--- src/hw/rtl/mts_pkg.sv ---
// ----------------------------------------------------------------------------
// mts_pkg: shared types and constants of the min tracking stack
// Stack depth, count and address widths, operation and status codes.
// ----------------------------------------------------------------------------
package mts_pkg;

   localparam int STACK_DEPTH = 64;
   localparam int ADDR_W      = $clog2(STACK_DEPTH);
   localparam int CNT_W       = $clog2(STACK_DEPTH + 1);
   localparam int VALUE_W     = 32;
   localparam int REQ_DATA_W  = 40;
   localparam int RSP_DATA_W  = 40;

   typedef logic signed [VALUE_W-1:0] value_type;
   typedef logic [CNT_W-1:0]          count_type;
   typedef logic [ADDR_W-1:0]         addr_type;

   localparam value_type MINUS_ONE = '1;
   localparam count_type FULL_COUNT = CNT_W'(STACK_DEPTH);

   typedef enum logic [1:0] {
      OP_PUSH = 2'd0,
      OP_POP  = 2'd1,
      OP_MIN  = 2'd2,
      OP_NONE = 2'd3
   } opcode_type;

   typedef enum logic [1:0] {
      ST_OK    = 2'd0,
      ST_EMPTY = 2'd1,
      ST_FULL  = 2'd2
   } status_type;

   typedef enum logic {
      FSM_IDLE = 1'b0,
      FSM_EXEC = 1'b1
   } fsm_type;

   typedef struct packed {
      logic       valid;
      value_type  value;
      status_type status;
   } result_type;

   typedef struct packed {
      logic      wr_en;
      addr_type  wr_addr;
      value_type wr_data;
      logic      rd_en;
      addr_type  rd_addr;
   } mem_req_type;

endpackage

--- src/hw/rtl/mts_ram.sv ---
// ----------------------------------------------------------------------------
// mts_ram: single-port-write, single-port-read synchronous memory
// Read data is registered, valid in the cycle after the read address.
// ----------------------------------------------------------------------------
module mts_ram #(
   parameter int WIDTH = 32,
   parameter int DEPTH = 64
) (
   input  logic                     clock,
   input  logic                     wr_en,
   input  logic [$clog2(DEPTH)-1:0] wr_addr,
   input  logic [WIDTH-1:0]         wr_data,
   input  logic                     rd_en,
   input  logic [$clog2(DEPTH)-1:0] rd_addr,
   output logic [WIDTH-1:0]         rd_data
);

   logic [WIDTH-1:0] mem [DEPTH];
   logic [WIDTH-1:0] rd_data_ff;

   always_ff @(posedge clock) begin
      if (wr_en) begin
         mem[wr_addr] <= wr_data;
      end
      if (rd_en) begin
         rd_data_ff <= mem[rd_addr];
      end
   end

   assign rd_data = rd_data_ff;

endmodule

--- src/hw/rtl/mts_ctrl.sv ---
// ----------------------------------------------------------------------------
// mts_ctrl: stack sequencer
// Reads both stack tops on accept, then updates counts and memories and
// forms the result in the following cycle.
// ----------------------------------------------------------------------------
module mts_ctrl
   import mts_pkg::*;
(
   input  logic        clock,
   input  logic        reset,
   input  logic        req_valid,
   input  opcode_type  req_opcode,
   input  value_type   req_value,
   input  logic        out_free,
   output logic        req_ready,
   output mem_req_type val_mem,
   output mem_req_type min_mem,
   input  value_type   val_rd_data,
   input  value_type   min_rd_data,
   output result_type  result
);

   fsm_type    state_ff, state_in;
   opcode_type op_ff;
   value_type  value_ff;
   count_type  vcount_ff, vcount_in;
   count_type  mcount_ff, mcount_in;
   logic       accept;
   logic       exec;
   count_type  vtop;
   count_type  mtop;

   assign accept = req_valid && req_ready;
   assign exec   = (state_ff == FSM_EXEC);
   assign vtop   = vcount_ff - CNT_W'(1);
   assign mtop   = mcount_ff - CNT_W'(1);

   // next state
   always_comb begin
      state_in = state_ff;
      unique case (state_ff)
         FSM_IDLE: begin
            if (accept) begin
               state_in = FSM_EXEC;
            end
         end
         FSM_EXEC: state_in = FSM_IDLE;
         default:  state_in = FSM_IDLE;
      endcase
   end

   // outputs
   always_comb begin
      req_ready = 1'b0;
      unique case (state_ff)
         FSM_IDLE: req_ready = out_free;
         FSM_EXEC: req_ready = 1'b0;
         default:  req_ready = 1'b0;
      endcase
   end

   // operation on the fetched tops
   always_comb begin
      vcount_in       = vcount_ff;
      mcount_in       = mcount_ff;
      result.valid    = exec;
      result.value    = '0;
      result.status   = ST_OK;
      val_mem.wr_en   = 1'b0;
      val_mem.wr_addr = vcount_ff[ADDR_W-1:0];
      val_mem.wr_data = value_ff;
      val_mem.rd_en   = accept;
      val_mem.rd_addr = vtop[ADDR_W-1:0];
      min_mem.wr_en   = 1'b0;
      min_mem.wr_addr = mcount_ff[ADDR_W-1:0];
      min_mem.wr_data = value_ff;
      min_mem.rd_en   = accept;
      min_mem.rd_addr = mtop[ADDR_W-1:0];
      if (exec) begin
         case (op_ff)
            OP_PUSH: begin
               if (vcount_ff == FULL_COUNT) begin
                  result.status = ST_FULL;
               end else begin
                  val_mem.wr_en = 1'b1;
                  vcount_in     = vcount_ff + CNT_W'(1);
                  if ((mcount_ff == '0 || value_ff <= min_rd_data) &&
                      mcount_ff != FULL_COUNT) begin
                     min_mem.wr_en = 1'b1;
                     mcount_in     = mcount_ff + CNT_W'(1);
                  end
               end
            end
            OP_POP: begin
               if (vcount_ff == '0) begin
                  result.value  = MINUS_ONE;
                  result.status = ST_EMPTY;
               end else begin
                  result.value = val_rd_data;
                  vcount_in    = vtop;
                  if (mcount_ff != '0 && val_rd_data <= min_rd_data) begin
                     mcount_in = mtop;
                  end
               end
            end
            OP_MIN: begin
               if (vcount_ff == '0 || mcount_ff == '0) begin
                  result.value  = MINUS_ONE;
                  result.status = ST_EMPTY;
               end else begin
                  result.value = min_rd_data;
               end
            end
            default: ;
         endcase
      end
   end

   always_ff @(posedge clock) begin
      if (reset) begin
         state_ff  <= FSM_IDLE;
         vcount_ff <= '0;
         mcount_ff <= '0;
      end else begin
         state_ff  <= state_in;
         vcount_ff <= vcount_in;
         mcount_ff <= mcount_in;
      end
   end

   always_ff @(posedge clock) begin
      if (accept) begin
         op_ff    <= req_opcode;
         value_ff <= req_value;
      end
   end

`ifndef ASSERT_OFF
   a_count_bound: assert property (@(posedge clock) disable iff (reset)
      vcount_ff <= FULL_COUNT && mcount_ff <= vcount_ff)
      else $error("stack counts out of range");

   a_exec_after_accept: assert property (@(posedge clock) disable iff (reset)
      accept |=> exec)
      else $error("accepted request not executed");

   a_pop_shrinks: assert property (@(posedge clock) disable iff (reset)
      (exec && op_ff == OP_POP && vcount_ff != '0) |=>
         vcount_ff == $past(vtop))
      else $error("pop did not shrink value stack");

   a_no_write_idle: assert property (@(posedge clock) disable iff (reset)
      !exec |-> !val_mem.wr_en && !min_mem.wr_en)
      else $error("memory write outside execute");
`endif

endmodule

--- src/hw/rtl/min_tracking_stack.sv ---
// ----------------------------------------------------------------------------
// min_tracking_stack: stack of signed 32-bit values with running minimum
// Main stack and minimum stack in two memories, registered result channel.
// ----------------------------------------------------------------------------
// Usage:
//   A request on req_ carries an opcode (push, pop, read minimum) and a push
//   value. Every request gives exactly one response on rsp_ with the popped
//   value or minimum and a status (ok, empty, full).
//   Each request is taken in the idle state, which reads both stack tops
//   from the memories, whose read data is registered; the execute state
//   then updates counts, writes back and loads the response register, and
//   no new request is taken before that. rsp_tvalid is registered.
//   Reset clears both stack counts at once; memory contents are not cleared
//   and need no startup pass, so requests are taken right after reset.
//   When the receiver holds rsp_tready low the response stays in its
//   register and req_tready stays low until it has been taken.
//   Stack depth is 64 entries; a push on a full stack is dropped.
// ----------------------------------------------------------------------------
module min_tracking_stack
   import mts_pkg::*;
(
   input  logic                  clock,
   input  logic                  reset,
   input  logic                  req_tvalid,
   output logic                  req_tready,
   input  logic [REQ_DATA_W-1:0] req_tdata,   // opcode[1:0], push_value[33:2]
   output logic                  rsp_tvalid,
   input  logic                  rsp_tready,
   output logic [RSP_DATA_W-1:0] rsp_tdata    // result_value[31:0], status[33:32]
);

   mem_req_type val_mem;
   mem_req_type min_mem;
   value_type   val_rd_data;
   value_type   min_rd_data;
   result_type  result;
   logic        out_free;
   logic        rsp_tvalid_ff, rsp_tvalid_in;
   value_type   rsp_value_ff;
   status_type  rsp_status_ff;
   opcode_type  req_opcode;
   value_type   req_value;

   assign req_opcode = opcode_type'(req_tdata[1:0]);
   assign req_value  = value_type'(req_tdata[VALUE_W+1:2]);
   assign out_free   = !rsp_tvalid_ff || rsp_tready;

   mts_ctrl u_ctrl (
      .clock       (clock),
      .reset       (reset),
      .req_valid   (req_tvalid),
      .req_opcode  (req_opcode),
      .req_value   (req_value),
      .out_free    (out_free),
      .req_ready   (req_tready),
      .val_mem     (val_mem),
      .min_mem     (min_mem),
      .val_rd_data (val_rd_data),
      .min_rd_data (min_rd_data),
      .result      (result)
   );

   mts_ram #(.WIDTH(VALUE_W), .DEPTH(STACK_DEPTH)) u_val_ram (
      .clock   (clock),
      .wr_en   (val_mem.wr_en),
      .wr_addr (val_mem.wr_addr),
      .wr_data (val_mem.wr_data),
      .rd_en   (val_mem.rd_en),
      .rd_addr (val_mem.rd_addr),
      .rd_data (val_rd_data)
   );

   mts_ram #(.WIDTH(VALUE_W), .DEPTH(STACK_DEPTH)) u_min_ram (
      .clock   (clock),
      .wr_en   (min_mem.wr_en),
      .wr_addr (min_mem.wr_addr),
      .wr_data (min_mem.wr_data),
      .rd_en   (min_mem.rd_en),
      .rd_addr (min_mem.rd_addr),
      .rd_data (min_rd_data)
   );

   // response register
   always_comb begin
      rsp_tvalid_in = rsp_tvalid_ff;
      if (result.valid) begin
         rsp_tvalid_in = 1'b1;
      end else if (rsp_tready) begin
         rsp_tvalid_in = 1'b0;
      end
   end

   always_ff @(posedge clock) begin
      if (reset) begin
         rsp_tvalid_ff <= 1'b0;
      end else begin
         rsp_tvalid_ff <= rsp_tvalid_in;
      end
   end

   always_ff @(posedge clock) begin
      if (result.valid) begin
         rsp_value_ff  <= result.value;
         rsp_status_ff <= result.status;
      end
   end

   assign rsp_tvalid = rsp_tvalid_ff;
   assign rsp_tdata  = {(RSP_DATA_W - VALUE_W - 2)'(0), rsp_status_ff, rsp_value_ff};

`ifndef ASSERT_OFF
   a_no_overwrite: assert property (@(posedge clock) disable iff (reset)
      result.valid |-> (!rsp_tvalid_ff || $past(rsp_tready)) || !rsp_tvalid_ff)
      else $error("response overwritten before taken");

   a_one_per_request: assert property (@(posedge clock) disable iff (reset)
      (req_tvalid && req_tready) |=> result.valid)
      else $error("request gave no response");

   a_ready_blocked: assert property (@(posedge clock) disable iff (reset)
      (rsp_tvalid && !rsp_tready) |-> !req_tready)
      else $error("request taken while response stalled");
`endif

endmodule
--- config.mk ---
export PLATFORM = sky130hd
export DESIGN_NAME = min_tracking_stack
export DESIGN_NICKNAME = d
export VERILOG_FILES = /design/src/hw/rtl/mts_pkg.sv /design/src/hw/rtl/mts_ram.sv /design/src/hw/rtl/mts_ctrl.sv /design/src/hw/rtl/min_tracking_stack.sv
export SDC_FILE = /design/constraint.sdc
export NUM_CORES = 2
export LEC_CHECK = 0
export ABC_AREA = 1
export BUFFER_PORTS_ARGS = -buffer_cell sky130_fd_sc_hd__buf_4
export CORE_ASPECT_RATIO = 0.7
export CORE_UTILIZATION = 23
export CTS_CLUSTER_SIZE = 10
export DETAILED_ROUTE_END_ITERATION = 7
export PLACE_DENSITY = 0.48
export SLEW_MARGIN = 20
export SYNTH_ARGS = -nofsm -noshare
export SYNTH_HDL_FRONTEND = slang
export SYNTH_HIERARCHICAL = 1
export SYNTH_SLANG_ARGS = --single-unit
export TNS_END_PERCENT = 30
--- constraint.sdc ---
create_clock -name clock -period 10.8 [get_ports clock]
set_clock_uncertainty 0.05 [all_clocks]
set_input_delay 1.62 -clock clock [delete_from_list [all_inputs] [get_ports clock]]
set_output_delay 1.62 -clock clock [all_outputs]
set_load 0.01 [all_outputs]
==> impl_metrics.csv <==
group,metric,value,unit
grt,grt_pass1_vias,101325,
grt,grt_pass1_wl,806,mm
final_layout,regArea,0.127,mm²
grt,antenna_found_initial,49,
route,drc,0,
final_layout,layout_common_cells,"nand2_1, edfxtp_1, nand3_1, clkbuf_16, buf_4",
logic_synthesis,synth_ff_type,"edfxtp_1",
power,leakagePower,66.1,nW
cts,clkSinkCount,4244,
setup_path,worst-path-max-fanout,108,
logic_synthesis,ys_ff_latch,4244,
sta,tightest_slew,1170,ps
sta,hold_viol_final,0,
final_layout,synthToLayoutAreaGrowth,14.3,%
logic_synthesis,ys.warnings.count,6,
placement,gp_congestion,0.849,
final_layout,layout_commonest_cell,"nand2_1",
logic_synthesis,ys_types,46,
cts,clk_pin_slew_worst_paths,60,ps
floorplanning,die_area,0.751,mm²
cts,hold_buffers,0,
setup_path,cpPeakStageDelay,810,ps
setup_path,required,11620,ps
setup_path,r2r_end,"u_val_ram/rd_data[20]",
logic_synthesis,synthArstFlopShare,0,%
sta,timing.fmax,0.172,GHz
logic_synthesis,avgSynthCellArea,12.1,µm²
setup_path,critical_path.slowest_cell,"buf_4",
cts,clk_latency,1070,ps
logic_synthesis,seq_area_frac_synth,74.0,%
hold_path,hold_path.class,"register to register",
floorplanning,dieWidth,1.04,mm
sta,slew_headroom,21.8,%
route,totalWireLength,580,mm
setup_path,r2r_setup_slack,5000,ps
job,cap_violations,0,
cts,post-cts-setup-buffer-count,0,
final_layout,layout.nets,14214,
setup_path,end_kind,"register",
sta,min_period_over_period,53.7,%
logic_synthesis,synth_edf_count,4228,
route,viasPerCell,4.64,
setup_path,arrival,6620,ps
cts,clock_path_buffers,4,
sta,setup_viol,0,
setup_path,rr_startpoint,"u_ctrl/vcount_ff[0]",
grt,overflow,0,
sta,layout_min_cycle_time,5800,ps
sta,finalMaxSlewViolations,0,
setup_path,crit_chain,"inv_8 > ha_1 > xor2_4 > buf_4 > buf_4 > buf_4 > nand3_1 > nand3_1 > nand3_1 > nand2_1 > nand2_1 > nand2_1",
logic_synthesis,synthCells,14190,
floorplanning,rows,265,
floorplanning,design.core.area,0.745,mm²
setup_path,start_kind,"register",
setup_path,crit_type,"register to register",
sta,rsz0062_at_grt,"false",
final_layout,multi_input_area,0.0404,mm²
floorplanning,initial_core_util,23.1,%
cts,cts_resized,0,
outcome,outcome,"complete, no violations",
final_layout,layout-drive-gt1-share,7.73,%
hold_path,hold_path_end,"rsp_tvalid",
grt,grt_usage,14.8,%
placement,io_buffers,73,
placement,dpl.hpwl,310,mm
cts,cts_tree,"done",
cts,h-tree-depth,5,
final_layout,fillCellCount,76821,
floorplanning,dieHeight,726,µm
hold_path,hold_depth,2,
cts,cts_made_buffers,469,
power,ir_worst_vdd,0.136,mV
sta,final.setup.tns,0,ps
floorplanning,ioPinCount,86,
power,power,37.0,mW
route,drt_iter0_markers,12887,
logic_synthesis,syn_area,0.172,mm²
power,power.density,188,mW/mm²
grt,grt_max_degree,212,
setup_path,r2r_cells,12,
hold_path,hp-start,"rsp_tvalid",
route,ant_nets,0,
route,drtPass1Iterations,6,
route,vias,111812,
route,detail_route.wl_per_cell,24.1,µm
cts,root_buffer,"clkbuf_16",
[logic make-up after synthesis]
logic type               synth area share, %
AO/OA/AOI/OAI                          0.409
XOR/XNOR                              0.0458
adder cells (fa/ha/maj)                0.538
buffers and inverters                   3.13
flip-flops                              74.0
other                                0.00218
AND/OR/NAND/NOR                         21.9
[metrics by stage]
| step | hold WS, ps | instances | instance area (µm²) | setup WS, ps | utilization (%) |
|---|---|---|---|---|---|
| global route | 473 | 24063 | 197000 | 4890 | 26.4 |
| CTS | 440 | 24058 | 197000 | 4960 | 26.4 |
| global placement | 422 | 23504 | 184000 | 5030 | 24.7 |
| finish | 434 | 24082 | 197000 | 5000 | 26.4 |
| detailed placement | 429 | 23504 | 184000 | 4990 | 24.7 |
| floorplan | 426 | 14195 | 172000 | 4290 | - |
[power breakdown]
part / total (mW) / leakage [nW] / switching, mW / internal [mW]
Sequential: 18.4 / 38.2 / 0.117 / 18.3
Clock: 14.2 / 6.14 / 6.33 / 7.82
Combinational: 4.46 / 21.7 / 3.55 / 0.915
[cell usage after synthesis, types with 2 or more instances]
| cell type | count | area share, % |
|---|---|---|
| inv_4 | 3 | 0.011 |
| dfxtp_1 | 16 | 0.19 |
| a211oi_1 | 3 | 0.013 |
| edfxtp_1 | 4228 | 74 |
| nand3_2 | 3 | 0.017 |
| ha_1 | 74 | 0.54 |
| buf_4 | 143 | 0.62 |
| a221oi_1 | 32 | 0.16 |
| clkbuf_1 | 166 | 0.36 |
| a21oi_1 | 38 | 0.11 |
| nor4_4 | 2 | 0.025 |
| nand2_2 | 6 | 0.022 |
| xor2_1 | 8 | 0.041 |
| o22ai_1 | 2 | 0.0073 |
| nor3_1 | 7 | 0.020 |
| buf_2 | 569 | 1.7 |
| nor2_2 | 6 | 0.022 |
| o21a_2 | 2 | 0.010 |
| inv_2 | 11 | 0.024 |
| buf_6 | 6 | 0.039 |
| nand4_1 | 31 | 0.11 |
| nand3_1 | 3824 | 11 |
| nand2_1 | 4598 | 10 |
| inv_1 | 91 | 0.20 |
| o21ai_1 | 8 | 0.023 |
| o21ai_0 | 9 | 0.026 |
| a21o_1 | 3 | 0.013 |
| a21oi_2 | 2 | 0.010 |
| nand2_4 | 2 | 0.013 |
| nor4_1 | 16 | 0.058 |
| nor2_1 | 183 | 0.40 |
| o21a_1 | 2 | 0.0087 |
| buf_8 | 4 | 0.035 |
| buf_1 | 80 | 0.17 |
[worst max-delay path: cells and delay by family, from the launching register on]
kind / cells / cell delay, ps
xor gates and xnor gates: 1 / 240
adders and majority gates: 1 / 430
buffers and inverters: 4 / 2640
DFF: 1 / 700
and+or+nand+nor: 6 / 1320
[worst max-delay path by stage]
stage                                  endpoint  slack [ps]           startpoint  cells past startpoint
final                     u_val_ram/rd_data[20]        5000  u_ctrl/vcount_ff[0]                     12
after global routing      u_val_ram/rd_data[15]        4890  u_ctrl/vcount_ff[0]                     12
after CTS                 u_val_ram/rd_data[15]        4960  u_ctrl/vcount_ff[0]                     12
after detailed placement  u_val_ram/rd_data[15]        4990  u_ctrl/vcount_ff[0]                     12
after global placement    u_val_ram/rd_data[15]        5030  u_ctrl/vcount_ff[0]                     12
after floorplan            u_min_ram/mem[48][0]        4290  u_ctrl/value_ff[19]                     13
[state kept, by name (all words and copies together) (netlist names)]
register,cells
u_min_ram/mem,2048
u_val_ram/mem,2048
rsp_value_ff,32
u_ctrl/value_ff,32
u_min_ram/rd_data,32
u_val_ram/rd_data,32
u_ctrl/mcount_ff,7
u_ctrl/vcount_ff,7
rsp_status_ff,2
u_ctrl/op_ff,2
rsp_tvalid,1
u_ctrl/exec,1
[cell type report]
type / instances / area share, %
inverter: 106 / 0.257
antenna: 24 / 0.0305
timing repair buffer: 399 / 1.73
tap: 9879 / 6.29
clock buffer: 517 / 6.11
sequential: 4244 / 64.7
multi-input combinational: 8876 / 20.6
clock inverter: 37 / 0.286
[per-layer routing]
| layer | track usage [%] | wire length (µm) | vias up |
|---|---|---|---|
| met5 | 0 | 14 | - |
| met4 | 4.17 | 17200 | 2 |
| met3 | 3.02 | 52400 | 732 |
| met2 | 20.6 | 238000 | 4449 |
| li1 | - | - | 50130 |
| met1 | 22.8 | 273000 | 56499 |
Power figures use the tool's default switching activity.
